File: config.mk
export PLATFORM = sky130hd
export DESIGN_NAME = four_axis_stepper_interpolator_flat
export DESIGN_NICKNAME = d
export VERILOG_FILES = /design/src/design/fasi_pkg.sv /design/src/design/fasi_if.sv /design/src/design/four_axis_stepper_interpolator.sv /design/src/flat_wrapper.sv
export SDC_FILE = /design/constraint.sdc
export NUM_CORES = 2
export LEC_CHECK = 0
export BUFFER_PORTS_ARGS = -buffer_cell sky130_fd_sc_hd__buf_2
export CAP_MARGIN = 10
export CORE_MARGIN = 3
export CORE_UTILIZATION = 66
export CTS_CLUSTER_SIZE = 12
export DETAILED_ROUTE_END_ITERATION = 12
export GPL_ROUTABILITY_DRIVEN = 0
export PLACE_DENSITY_LB_ADDON = 0.1
export REMOVE_ABC_BUFFERS = 1
export SYNTH_ARGS = -nofsm -noshare
export SYNTH_HDL_FRONTEND = slang
export SYNTH_SLANG_ARGS = --single-unit
File: constraint.sdc
create_clock -name clk_i -period 11.4 [get_ports clk_i]
set_input_delay 0.57 -clock clk_i [delete_from_list [all_inputs] [get_ports clk_i]]
set_output_delay 0.57 -clock clk_i [all_outputs]
set_load 0.01 [all_outputs]
File: src/design/fasi_pkg.sv
// ----------------------------------------------------------------------------
// Four-axis stepper interpolator package
// Shared axis count and the half-step coil table.
// ----------------------------------------------------------------------------
package fasi_pkg;

  localparam int unsigned AXES = 4;

  function automatic logic [3:0] coil_pattern(input logic [2:0] phase);
    logic [3:0] pat;
    begin
      case (phase)
        3'd0: pat = 4'h8;
        3'd1: pat = 4'hC;
        3'd2: pat = 4'h4;
        3'd3: pat = 4'h6;
        3'd4: pat = 4'h2;
        3'd5: pat = 4'h3;
        3'd6: pat = 4'h1;
        3'd7: pat = 4'h9;
        default: pat = 4'h0;
      endcase
      return pat;
    end
  endfunction

endpackage

File: src/design/fasi_if.sv
// ----------------------------------------------------------------------------
// Four-axis stepper interpolator channels
// Move and result channels with valid/ready handshake.
// ----------------------------------------------------------------------------
interface fasi_in_if #(
  parameter int unsigned STEP_BITS = 24,
  parameter int unsigned INTERVAL_BITS = 15
);
  logic valid;
  logic ready;
  logic cmd;
  logic signed [STEP_BITS-1:0] delta_x;
  logic signed [STEP_BITS-1:0] delta_y;
  logic signed [STEP_BITS-1:0] delta_z;
  logic signed [STEP_BITS-1:0] delta_e;
  logic [INTERVAL_BITS-1:0] interval_ticks;
  modport source (output valid, cmd, delta_x, delta_y, delta_z, delta_e, interval_ticks,
                  input ready);
  modport sink (input valid, cmd, delta_x, delta_y, delta_z, delta_e, interval_ticks,
                output ready);
endinterface

interface fasi_out_if;
  logic valid;
  logic ready;
  logic [3:0] coils_x;
  logic [3:0] coils_y;
  logic [3:0] coils_z;
  logic [3:0] coils_e;
  logic busy_res;
  logic done_res;
  logic rejected;
  modport source (output valid, coils_x, coils_y, coils_z, coils_e, busy_res, done_res,
                  rejected, input ready);
  modport sink (input valid, coils_x, coils_y, coils_z, coils_e, busy_res, done_res,
                rejected, output ready);
endinterface

File: src/design/four_axis_stepper_interpolator.sv
// A start squares the four deltas, sums them and takes the integer square root as the length;
// an interpolation tick scales each axis in turn through one shared restoring divider,
// one quotient bit a cycle.
// Flow: one transaction at a time; the next is accepted once the result is taken.
// Reset: asynchronous, active low; all coils off, idle, all state cleared.
// ----------------------------------------------------------------------------
// Four-axis stepper interpolator
// Linear interpolation of four stepper axes with half-step coil drive.
// ----------------------------------------------------------------------------
module four_axis_stepper_interpolator #(
  parameter int unsigned STEP_BITS = 24,
  parameter int unsigned PHASE_COUNT = 8,
  parameter int unsigned INTERVAL_BITS = 15
) (
  input logic clk_i,
  input logic rst_ni,
  fasi_in_if.sink in_i,
  fasi_out_if.source out_o
);

  localparam int unsigned SB = STEP_BITS;
  localparam int unsigned MB = STEP_BITS;            // magnitude width
  localparam int unsigned SQB = 2 * MB + 2;          // sum of four squares
  localparam int unsigned LB = MB + 1;               // length width
  localparam int unsigned PB = MB + LB;              // product width
  localparam int unsigned RT = SQB / 2;              // root iterations
  localparam int unsigned NB = PB;                   // dividend bits
  localparam int unsigned CB = $clog2(NB + 1);
  localparam logic [2:0] PhLast = 3'(PHASE_COUNT - 1);

  localparam logic [3:0] StIdle = 4'd0;
  localparam logic [3:0] StSq   = 4'd1;
  localparam logic [3:0] StRoot = 4'd2;
  localparam logic [3:0] StTick = 4'd3;
  localparam logic [3:0] StMul  = 4'd4;
  localparam logic [3:0] StDiv  = 4'd5;
  localparam logic [3:0] StCmp  = 4'd6;
  localparam logic [3:0] StOut  = 4'd7;

  logic [3:0] state_q, state_d;
  logic signed [SB-1:0] delta_q [fasi_pkg::AXES];
  logic signed [SB:0] prog_q [fasi_pkg::AXES];
  logic [2:0] phase_q [fasi_pkg::AXES];
  logic [3:0] coil_q [fasi_pkg::AXES];
  logic [LB-1:0] len_q, idx_q;
  logic [INTERVAL_BITS-1:0] wait_q, ival_q;
  logic active_q, done_q, rej_q, end_q;
  logic [1:0] ax_q;
  logic [SQB-1:0] sum_q, rem_q, root_q, bit_q;
  logic [CB-1:0] cnt_q;
  logic [PB-1:0] num_q;        // dividend shift register, magnitude
  logic [LB:0] part_q;         // partial remainder
  logic [PB-1:0] quo_q;

  logic [MB-1:0] mag_w;
  logic [2*MB-1:0] sq_w;
  logic [LB:0] trial_w;
  logic last_w;

  always_comb begin
    mag_w = delta_q[ax_q][SB-1] ? MB'(-delta_q[ax_q]) : MB'(delta_q[ax_q]);
    sq_w = mag_w * mag_w;
    trial_w = {part_q[LB-1:0], num_q[PB-1]} - {1'b0, len_q};
    last_w = (ax_q == 2'd3) && end_q;
  end

  assign in_i.ready = (state_q == StIdle);
  assign out_o.valid = (state_q == StOut);
  assign out_o.coils_x = coil_q[0];
  assign out_o.coils_y = coil_q[1];
  assign out_o.coils_z = coil_q[2];
  assign out_o.coils_e = coil_q[3];
  assign out_o.busy_res = active_q;
  assign out_o.done_res = done_q;
  assign out_o.rejected = rej_q;

  always_comb begin
    state_d = state_q;
    case (state_q)
      StIdle: if (in_i.valid) begin
        if (in_i.cmd && !active_q) state_d = StSq;
        else if (!in_i.cmd && active_q) state_d = StTick;
        else state_d = StOut;
      end
      StSq: if (ax_q == 2'd3) state_d = StRoot;
      StRoot: if (cnt_q == CB'(RT - 1)) state_d = StOut;
      StTick: begin
        if (len_q == '0 || wait_q < ival_q) state_d = StOut;
        else state_d = StMul;
      end
      StMul: state_d = StDiv;
      StDiv: if (cnt_q == CB'(NB - 1)) state_d = StCmp;
      StCmp: if (ax_q == 2'd3) state_d = StOut;
             else state_d = StMul;
      StOut: if (out_o.ready) state_d = StIdle;
      default: state_d = StIdle;
    endcase
  end

  always_ff @(posedge clk_i or negedge rst_ni) begin
    if (!rst_ni) begin
      state_q <= StIdle;
      len_q <= '0;
      idx_q <= '0;
      wait_q <= '0;
      ival_q <= '0;
      active_q <= 1'b0;
      done_q <= 1'b0;
      rej_q <= 1'b0;
      end_q <= 1'b0;
      ax_q <= '0;
      cnt_q <= '0;
      sum_q <= '0;
      rem_q <= '0;
      root_q <= '0;
      bit_q <= '0;
      num_q <= '0;
      part_q <= '0;
      quo_q <= '0;
      for (int a = 0; a < fasi_pkg::AXES; a++) begin
        delta_q[a] <= '0;
        prog_q[a] <= '0;
        phase_q[a] <= '0;
        coil_q[a] <= '0;
      end
    end else begin
      state_q <= state_d;
      case (state_q)
        StIdle: if (in_i.valid) begin
          done_q <= 1'b0;
          rej_q <= in_i.cmd && active_q;
          ax_q <= '0;
          cnt_q <= '0;
          sum_q <= '0;
          if (in_i.cmd && !active_q) begin
            delta_q[0] <= in_i.delta_x;
            delta_q[1] <= in_i.delta_y;
            delta_q[2] <= in_i.delta_z;
            delta_q[3] <= in_i.delta_e;
            for (int a = 0; a < fasi_pkg::AXES; a++) prog_q[a] <= '0;
            ival_q <= in_i.interval_ticks;
            idx_q <= '0;
            wait_q <= '0;
            active_q <= 1'b1;
          end
        end
        StSq: begin
          sum_q <= sum_q + SQB'(sq_w);
          ax_q <= ax_q + 2'd1;
          rem_q <= sum_q + SQB'(sq_w);
          root_q <= '0;
          bit_q <= SQB'(1) << (2 * (RT - 1));
        end
        StRoot: begin
          cnt_q <= cnt_q + CB'(1);
          if (rem_q >= root_q + bit_q) begin
            rem_q <= rem_q - (root_q + bit_q);
            root_q <= (root_q >> 1) + bit_q;
          end else begin
            root_q <= root_q >> 1;
          end
          bit_q <= bit_q >> 2;
          if (cnt_q == CB'(RT - 1)) begin
            len_q <= (rem_q >= root_q + bit_q) ? LB'((root_q >> 1) + bit_q)
                                               : LB'(root_q >> 1);
          end
        end
        StTick: begin
          ax_q <= '0;
          end_q <= 1'b0;
          if (len_q == '0) begin
            active_q <= 1'b0;
            idx_q <= '0;
            wait_q <= '0;
            done_q <= 1'b1;
            for (int a = 0; a < fasi_pkg::AXES; a++) coil_q[a] <= '0;
          end else if (wait_q < ival_q) begin
            wait_q <= wait_q + INTERVAL_BITS'(1);
            for (int a = 0; a < fasi_pkg::AXES; a++) coil_q[a] <= '0;
          end else begin
            wait_q <= '0;
            end_q <= (idx_q >= len_q);
          end
        end
        StMul: begin
          num_q <= PB'(mag_w) * PB'(idx_q);
          part_q <= '0;
          quo_q <= '0;
          cnt_q <= '0;
        end
        StDiv: begin
          cnt_q <= cnt_q + CB'(1);
          num_q <= num_q << 1;
          if (!trial_w[LB]) begin
            part_q <= trial_w;
            quo_q <= {quo_q[PB-2:0], 1'b1};
          end else begin
            part_q <= {part_q[LB-1:0], num_q[PB-1]};
            quo_q <= {quo_q[PB-2:0], 1'b0};
          end
        end
        StCmp: begin
          ax_q <= ax_q + 2'd1;
          if (!delta_q[ax_q][SB-1] && delta_q[ax_q] != '0 &&
              quo_q > PB'($unsigned(prog_q[ax_q]))) begin
            prog_q[ax_q] <= prog_q[ax_q] + (SB+1)'(1);
            phase_q[ax_q] <= (phase_q[ax_q] == PhLast) ? 3'd0 : phase_q[ax_q] + 3'd1;
            if (!last_w) begin
              coil_q[ax_q] <= fasi_pkg::coil_pattern(
                  (phase_q[ax_q] == PhLast) ? 3'd0 : phase_q[ax_q] + 3'd1);
            end
          end else if (delta_q[ax_q][SB-1] &&
                       quo_q > PB'($unsigned(-prog_q[ax_q]))) begin
            prog_q[ax_q] <= prog_q[ax_q] - (SB+1)'(1);
            phase_q[ax_q] <= (phase_q[ax_q] == 3'd0) ? PhLast : phase_q[ax_q] - 3'd1;
            if (!last_w) begin
              coil_q[ax_q] <= fasi_pkg::coil_pattern(
                  (phase_q[ax_q] == 3'd0) ? PhLast : phase_q[ax_q] - 3'd1);
            end
          end
          if (ax_q == 2'd3) begin
            if (end_q) begin
              active_q <= 1'b0;
              idx_q <= '0;
              done_q <= 1'b1;
              for (int a = 0; a < fasi_pkg::AXES; a++) coil_q[a] <= '0;
            end else begin
              idx_q <= idx_q + LB'(1);
            end
          end
        end
        default: ;
      endcase
    end
  end

endmodule
File: src/flat_wrapper.sv
// flat-port wrapper written by rule: the top's interface ports become plain ports
module four_axis_stepper_interpolator_flat 
#(
  parameter int unsigned STEP_BITS = 24,
  parameter int unsigned PHASE_COUNT = 8,
  parameter int unsigned INTERVAL_BITS = 15
)
  (clk_i, rst_ni, in_i_valid, in_i_cmd, in_i_delta_x, in_i_delta_y, in_i_delta_z, in_i_delta_e, in_i_interval_ticks, in_i_ready, out_o_valid, out_o_coils_x, out_o_coils_y, out_o_coils_z, out_o_coils_e, out_o_busy_res, out_o_done_res, out_o_rejected, out_o_ready);
  fasi_in_if #(.STEP_BITS(STEP_BITS), .INTERVAL_BITS(INTERVAL_BITS)) in_i_i ();
  fasi_out_if out_o_i ();
  input logic clk_i;
  input logic rst_ni;
  input wire logic [$bits(in_i_i.valid)-1:0] in_i_valid;
  input wire logic [$bits(in_i_i.cmd)-1:0] in_i_cmd;
  input wire logic [$bits(in_i_i.delta_x)-1:0] in_i_delta_x;
  input wire logic [$bits(in_i_i.delta_y)-1:0] in_i_delta_y;
  input wire logic [$bits(in_i_i.delta_z)-1:0] in_i_delta_z;
  input wire logic [$bits(in_i_i.delta_e)-1:0] in_i_delta_e;
  input wire logic [$bits(in_i_i.interval_ticks)-1:0] in_i_interval_ticks;
  output wire logic [$bits(in_i_i.ready)-1:0] in_i_ready;
  output wire logic [$bits(out_o_i.valid)-1:0] out_o_valid;
  output wire logic [$bits(out_o_i.coils_x)-1:0] out_o_coils_x;
  output wire logic [$bits(out_o_i.coils_y)-1:0] out_o_coils_y;
  output wire logic [$bits(out_o_i.coils_z)-1:0] out_o_coils_z;
  output wire logic [$bits(out_o_i.coils_e)-1:0] out_o_coils_e;
  output wire logic [$bits(out_o_i.busy_res)-1:0] out_o_busy_res;
  output wire logic [$bits(out_o_i.done_res)-1:0] out_o_done_res;
  output wire logic [$bits(out_o_i.rejected)-1:0] out_o_rejected;
  input wire logic [$bits(out_o_i.ready)-1:0] out_o_ready;
  assign in_i_i.valid = in_i_valid;
  assign in_i_i.cmd = in_i_cmd;
  assign in_i_i.delta_x = in_i_delta_x;
  assign in_i_i.delta_y = in_i_delta_y;
  assign in_i_i.delta_z = in_i_delta_z;
  assign in_i_i.delta_e = in_i_delta_e;
  assign in_i_i.interval_ticks = in_i_interval_ticks;
  assign in_i_ready = in_i_i.ready;
  assign out_o_valid = out_o_i.valid;
  assign out_o_coils_x = out_o_i.coils_x;
  assign out_o_coils_y = out_o_i.coils_y;
  assign out_o_coils_z = out_o_i.coils_z;
  assign out_o_coils_e = out_o_i.coils_e;
  assign out_o_busy_res = out_o_i.busy_res;
  assign out_o_done_res = out_o_i.done_res;
  assign out_o_rejected = out_o_i.rejected;
  assign out_o_i.ready = out_o_ready;
  four_axis_stepper_interpolator #(.STEP_BITS(STEP_BITS), .PHASE_COUNT(PHASE_COUNT), .INTERVAL_BITS(INTERVAL_BITS)) u_core (.clk_i(clk_i), .rst_ni(rst_ni), .in_i(in_i_i), .out_o(out_o_i));
endmodule
; ---- Word level (Yosys, flattened, before mapping)
; Memories as Yosys holds them, arrays and structs flattened.
; Cells that the tools add are included.
[classes]
magnitude_cmp = 7
n_eq_ne = 23
n_mul = 2
n_bitwise = 1
div_mod_pow = 0
mux = 98
n_addsub = 15
n_reduce_logical = 43
shifts = 0
[op_table]
columns = operator, count
row1 = two-way mux 100 bit, 4
row2 = case mux 50 bit (2 select lines), 4
row3 = two-way mux 25 bit, 10
row4 = bitwise mux 100 bit, 2
row5 = case mux 100 bit (2 select lines), 1
row6 = case mux 49 bit (2 select lines), 2
row7 = two-way mux 50 bit, 3
row8 = two-way mux 16 bit, 8
row9 = > comparator 49 x 25 -> 1 bit, 2
row10 = case mux 25 bit (3 select lines), 1
row11 = two-way mux 24 bit, 3
row12 = two-way mux 15 bit, 4
row13 = two-way mux 4 bit, 14
row14 = adder 49 x 50 -> 50 bit, 1
row15 = adder 50 x 48 -> 50 bit, 1
row16 = adder 50 bit, 1
row17 = binary-select mux 25 bit (select 2 bit), 1
row18 = demux 25 bit (select 2 bit), 1
row19 = >= comparator 50 bit, 1
row20 = case mux 25 bit (2 select lines), 1
row21 = subtractor 50 bit, 1
row22 = multiplier 24 x 25 -> 49 bit, 1
row23 = binary-select mux 24 bit (select 2 bit), 1
row24 = multiplier 24 x 24 -> 48 bit, 1
row25 = other kinds (57), 120
[totals]
inputBits = 116
reg_bits = 643
mem_bits_ro = 64
mem_bits_rw = 0
elab_cells = 225
latch_bits = 0
mem_count = 2
output_inout_bits = 21
[mem_list]
columns = name, words, width, read_ports, rd_clocked_by_memory_dff, write_ports, line_no
row1 = (no name shown), 8, 4, 1, 0, 0, fasi_pkg.sv:12  ; case (phase)
row2 = (no name shown), 8, 4, 1, 0, 0, fasi_pkg.sv:12

; ---- Depth between registers and ports, before layout
; An unclocked memory read counts as a cell.
[logic_depth]
word_depth = 18
depth_mapped = 45
mapped_depth_nobuf = 38

; ---- Worst setup path before layout
; No wires, ideal clock.
[synth_path]
path_kind = register -> register
from = register u_core.ax_q[1]
to = register u_core.rem_q[48]
slack_ns = 1.592
path_stages_with_launch = 43
arrival_ns = 9.705
setup_time_ns = 0.104
required_time_ns = 11.296
synth_period_minus_slack_ns = 9.808
path_buffers = 7
path_cell_list = dfrtp_1 -> buf_2 -> buf_2 -> clkbuf_1 -> mux2i_1 -> nand2_1 -> nand2_1 -> clkbuf_1 -> clkbuf_1 -> ha_1 -> nor4b_4 -> and2_1 -> a21oi_1 -> xnor2_1 -> inv_1 -> clkbuf_1 -> nand2_1 -> inv_1 -> [7 not listed] -> inv_1 -> fa_1 -> fa_1 -> inv_1 -> fa_1 -> inv_1 -> ha_1 -> clkbuf_1 -> a21o_1 -> a21o_1 -> a21oi_1 -> nand3_1 -> a21oi_1 -> a211oi_1 -> a311oi_1 -> o311ai_0 -> xnor2_1 -> a221oi_1
[synth_between]
elab_chain_cells = 9
[synth_lines]
columns = element, line_no
row1 = from (decl), four_axis_stepper_interpolator.sv:48  ; logic [1:0] ax_q;
row2 = from (signal assigned), four_axis_stepper_interpolator.sv:149  ; ax_q <= ax_q + 2'd1;
row3 = from (signal assigned), four_axis_stepper_interpolator.sv:203  ; ax_q <= ax_q + 2'd1;
row4 = NOT 2 -> 3 bit (not written as such) *, four_axis_stepper_interpolator.sv:61  ; mag_w = delta_q[ax_q][SB-1] ? MB'(-delta_q[ax_q]) : MB'(delta_q[ax_q]);
row5 = binary-select mux 24 bit (select 2 bit) *, four_axis_stepper_interpolator.sv:61
row6 = two-way mux 24 bit (not written as such) * (2 in a row), four_axis_stepper_interpolator.sv:61
row7 = negator 24 bit, four_axis_stepper_interpolator.sv:61
row8 = two-way mux 24 bit *, four_axis_stepper_interpolator.sv:61
row9 = multiplier 24 x 24 -> 48 bit *, four_axis_stepper_interpolator.sv:62  ; sq_w = mag_w * mag_w;
row10 = adder 50 x 48 -> 50 bit *, four_axis_stepper_interpolator.sv:150  ; rem_q <= sum_q + SQB'(sq_w);
row11 = case mux 50 bit (2 select lines) *, four_axis_stepper_interpolator.sv:128  ; case (state_q)
row12 = to (signal assigned), four_axis_stepper_interpolator.sv:150
row13 = to (signal assigned), four_axis_stepper_interpolator.sv:157  ; rem_q <= rem_q - (root_q + bit_q);
row14 = to (decl), four_axis_stepper_interpolator.sv:49  ; logic [SQB-1:0] sum_q, rem_q, root_q, bit_q;
; Mark *: on every way between the ends. The rest lies on a longest branch, timed or not. The select of a mux whose other input is x is not followed.
; A chain may end at the register's enable or synchronous reset.

; ---- Worst setup path in the final report
[layout_path]
from = register u_core.ax_q[1]
to = register u_core.num_q[45]
[layout_between]
elab_chain_cells = 8
[layout_lines]
columns = element, line_no
row1 = NOT 2 -> 3 bit (not written as such) *, four_axis_stepper_interpolator.sv:61
row2 = binary-select mux 24 bit (select 2 bit) *, four_axis_stepper_interpolator.sv:61
row3 = two-way mux 24 bit (not written as such) * (2 in a row), four_axis_stepper_interpolator.sv:61
row4 = negator 24 bit, four_axis_stepper_interpolator.sv:61
row5 = two-way mux 24 bit *, four_axis_stepper_interpolator.sv:61
row6 = multiplier 24 x 25 -> 49 bit *, four_axis_stepper_interpolator.sv:186  ; num_q <= PB'(mag_w) * PB'(idx_q);
row7 = case mux 49 bit (2 select lines) *, four_axis_stepper_interpolator.sv:128
row8 = to (signal assigned), four_axis_stepper_interpolator.sv:186
row9 = to (signal assigned), four_axis_stepper_interpolator.sv:193  ; num_q <= num_q << 1;
row10 = to (decl), four_axis_stepper_interpolator.sv:51  ; logic [PB-1:0] num_q;
; Marked as above.

==> metrics list <==
* Result of the run: complete, no violations
- Fraction of the mapped netlist area in adder cells: 36.15%
- The worst pin sits at a relative slew slack of 17.81%.
- The setup check on the worst reg-to-reg path leaves a slack of 340 ps.
- Data arrival time of the critical path: 11600 ps
- For hold timing, the worst endpoint is u_core.ival_q[1].
* Detailed-placement wirelength estimate: 162200 um
- Classification of the worst setup path: flop to flop
- The floorplan step defined a die boundary enclosing 116500 sq um.
- Netlist area before placement: 74180 sq um
- After synthesis, the largest area contributor takes up 26.29% of total cell area.
- Entering global routing, the biggest net connects 170 pins.
- Slew at the pin with the worst max-slew slack: 1233 ps
- Via count of the first global-routing pass: 61.22k
- After Yosys synthesis, and, or, nand and nor cells account for 13.38% of the synthesized area.
- M1 wire length: 80990 um
- Setup violations, final: 0
- The count of nets left with antenna violations once routing finished came out at 0.
- Combinational family with the most area after synthesis: adder cells
- After detailed routing, the number of remaining DRC violations is 0.
* Total of fill cells in the finished design: 8534
- The initial utilization of the core area, before any placement, comes to 66.75%.
- Top_reg_cell synth: sky130_fd_sc_hd__dfrtp_1
- The Yosys step of the flow raised 0 warnings.
* Family with the most delay on the worst path: adder cells
* Min-delay src: in_i_interval_ticks[1]
* Met2 WL: 97200 um
- The tightest min-delay check is of the input port to flop type.
- Number of H-tree levels: 3
* First-pass DRT Iterations: 7
- Inserted Clock Buffers: 74
* Master cell of the clock root buffer: sky130_fd_sc_hd__clkbuf_16
- Terminus of the critical flop-to-flop path: u_core.num_q[45]
* Cell types occupying the most area after synthesis: sky130_fd_sc_hd__fa_1 26%, sky130_fd_sc_hd__dfrtp_1 21%, sky130_fd_sc_hd__ha_1 9.9%
- Cell type with the highest aggregate area in the netlist: sky130_fd_sc_hd__fa_1
- Final Max Slew Viols: 0
- Number of cells on the worst reg-to-reg path: 34
- After synthesis, flip-flops and latches occupy 20.81% of the total area.
- The startpoint identified for the worst register-to-register timing path is u_core.ax_q[1].
- Synthesis instantiated 95 different standard cells from the library.
- Most used standard cell by instance count after synthesis: sky130_fd_sc_hd__inv_1
- Measured against the total synthesized area, the mux share comes to 4.212%.
* Final Instance Area: 78950 sq um
* FF+latch count, synth: 617
- After the first detailed-routing iteration, the DRC count stood at 5221.
* Element type at the critical path end: flop
- Wire length of the first global-routing pass: 340500 um
- IO Pins: 137
- Number of enable flip-flop cells after synthesis: 0
* Unrepaired setup endpoints after global routing: false
- Min cycle time layout: 11060 ps
- CTS tree: done
* Min-Delay Path Depth: 3
- Top post-synthesis cells by count: 1371 x sky130_fd_sc_hd__inv_1, 1064 x sky130_fd_sc_hd__nand2_1, 974 x sky130_fd_sc_hd__fa_1, 617 x sky130_fd_sc_hd__dfrtp_1, 585 x sky130_fd_sc_hd__ha_1
- The final layout contains 9735 nets.
- Dividing the detail-routed wire length by the instance count gives 22.09 um.
- Cell count after synthesis: 8113
* Crit share post-route: 97.04%
- The total overflow left after global routing is 0.
- Required time of the worst setup path: 11940 ps
- After Yosys synthesis, XOR and XNOR cells account for 3.962% of the synthesized area.
* Crit Path Max Fanout: 27
- CTS Buffer Depth: 3
- Achievable clock frequency: 0.09040 GHz
- Core Box Area: 111100 sq um
- For the final database, setup skew stands at 54.86 ps.
- Most Frequent Cell on Critical Path: sky130_fd_sc_hd__fa_1
- In this run the vertical extent of the chip is 341.3 um.
- Signal routing reaches up to met5.
- Compared with the post-synthesis result, the final layout area differs by 6.437%.
- Summing the areas of all compound-gate instances in the mapped netlist gives 12.32% of the synthesized area.
* Fraction of layout instances using a drive strength above 1: 7.765%
* Critical-path top delay cell: sky130_fd_sc_hd__o21ai_0
- IO Port Bufs: 136
* Crit path launch type: flop
- After detailed routing, the number of vias per cell comes to 6.133.
* Standard-cell row count: 122
- After detailed routing, the total wire length is 212300 um.
* Initial antenna violation count: 6
- Width of the chip: 341.3 um
- Worst hold margin: 99.14 ps
* Hold violation total from the final report: 0
* Max Cap Violations: 0
- Cell area reported after detailed placement: 76320 sq um
* Later-pin clock latency in the skew report: 690 ps
- In the global route stage, overall resource usage came out at 37.35%.
- Of all flip-flops after synthesis, the portion carrying an async set or reset was 100.0%.
* CTS sink count: 617
- Avg Cell Area, Syn: 9.143 sq um
- Buffers added to address setup during post-CTS repair amount to 0.
- The number of buffers and inverters on the critical path is 7.
- Routed via count: 58.92k
- Summed over all nets, wire length on met3 after detailed routing comes to 21080 um.
* Critical Path Max Stage Delay: 930 ps
* Clock Pin Slew Worst Setup and Hold Paths: 60 ps
per-stage QoR:
stage	setup slack, ps	setup TNS [ps]	utilization (%)	instances
floorplan	-1942	-120930	-	7736
global placement	669.2	0	68.68	9470
detailed placement	510.7	0	68.68	9470
CTS	434.9	0	71.02	9600
global route	23.38	0	71.04	9604
finish	337.7	0	71.05	9607
layout make-up:
class | instances | area [sq um] | area share [%]
Multi-Input combinational cell | 5738 | 52270 | 66.21
Sequential cell | 617 | 15450 | 19.57
Inverter | 1381 | 5184 | 6.566
Clock buffer | 104 | 2125 | 2.691
Tap cell | 1488 | 1862 | 2.358
Timing Repair Buffer | 248 | 1582 | 2.003
Clock inverter | 25 | 464.2 | 0.5879
Antenna cell | 6 | 15.01 | 0.01902
state kept, by name, indices dropped and copies added (netlist names), 3 cells and up:
register	flops
u_core.state_q	3
u_core.quo_q	49
u_core.num_q	49
u_core.delta_q	96
u_core.root_q	50
u_core.cnt_q	6
u_core.bit_q	25
u_core.ival_q	15
u_core.prog_q	100
u_core.out_o.coils_y	4
u_core.out_o.coils_x	4
u_core.rem_q	50
u_core.len_q	25
u_core.out_o.coils_e	4
u_core.phase_q	12
u_core.idx_q	25
u_core.sum_q	50
u_core.out_o.coils_z	4
u_core.wait_q	15
u_core.part_q	25
placed cells by master, fill, tap and decap left out, types with 25 or more instances in the layout:
master,instances
sky130_fd_sc_hd__a221oi_1,25
sky130_fd_sc_hd__nor3_1,49
sky130_fd_sc_hd__ha_1,585
sky130_fd_sc_hd__and2_1,161
sky130_fd_sc_hd__a22o_1,138
sky130_fd_sc_hd__and3_1,48
sky130_fd_sc_hd__dfrtp_1,614
sky130_fd_sc_hd__nor2_1,460
sky130_fd_sc_hd__a21oi_1,323
sky130_fd_sc_hd__inv_1,1371
sky130_fd_sc_hd__a31oi_1,80
sky130_fd_sc_hd__a211oi_1,30
sky130_fd_sc_hd__xnor2_1,204
sky130_fd_sc_hd__a21o_1,139
sky130_fd_sc_hd__or3_1,28
sky130_fd_sc_hd__mux2i_1,68
sky130_fd_sc_hd__nand2b_1,33
sky130_fd_sc_hd__o2bb2ai_1,41
sky130_fd_sc_hd__o21ai_0,322
sky130_fd_sc_hd__clkbuf_16,74
sky130_fd_sc_hd__buf_2,135
sky130_fd_sc_hd__mux2_2,115
sky130_fd_sc_hd__nand3_1,142
sky130_fd_sc_hd__nor2b_1,65
sky130_fd_sc_hd__nand2_1,1062
sky130_fd_sc_hd__fa_1,974
sky130_fd_sc_hd__o21a_1,34
sky130_fd_sc_hd__nand4_1,57
sky130_fd_sc_hd__buf_4,106
sky130_fd_sc_hd__xor2_1,112
sky130_fd_sc_hd__mux4_2,51
sky130_fd_sc_hd__o21bai_1,42
sky130_fd_sc_hd__nor4_1,40
timing repair:
item                                   4_1_cts  5_1_grt
endpoints found under the hold margin       51        0
gates resized for setup                      0        2
hold buffers                                 1        0
setup endpoints to repair                    0        4
worst max-delay path by stage:
stage	startpoint	endpoint	cells after the start
2_1_floorplan	u_core.ax_q[0]	u_core.rem_q[46]	27
3_3_place_gp	u_core.ax_q[1]	u_core.num_q[45]	34
3_5_place_dp	u_core.ax_q[0]	u_core.num_q[45]	31
4_1_cts	u_core.ax_q[1]	u_core.num_q[45]	34
5_1_grt	u_core.ax_q[1]	u_core.num_q[45]	34
6_report	u_core.ax_q[1]	u_core.num_q[45]	34
routing by layer:
layer	track usage, %	vias up
met5	0	-
met4	19.21	4
met3	9.233	755
met2	58.88	2864
met1	48.22	29151
li1	-	26143
kinds of logic (layout without fill, tap and decap cells):
| family | count (synthesis) | after routing |
|---|---|---|
| xor gates and xnor gates | 333 | 333 |
| DFF | 617 | 617 |
| AOI/OAI and AO/OA | 1378 | 1378 |
| buffers and inverters | 1774 | 1758 |
| other | 2 | 24 |
| adders and majority gates | 1559 | 1559 |
| and+or+nand+nor | 2216 | 2216 |
| muxes | 234 | 234 |
tightest hold or removal path, delay by kind of cell:
| kind | cells | cell delay [ps] |
|---|---|---|
| buffers and inverters | 1 | 70 |
| AO/OA/AOI/OAI | 1 | 50 |
| AND/OR/NAND/NOR | 1 | 30 |
Power is not shown: default switching activity piles up to over one toggle a cycle in this logic, so the estimate is an artifact.
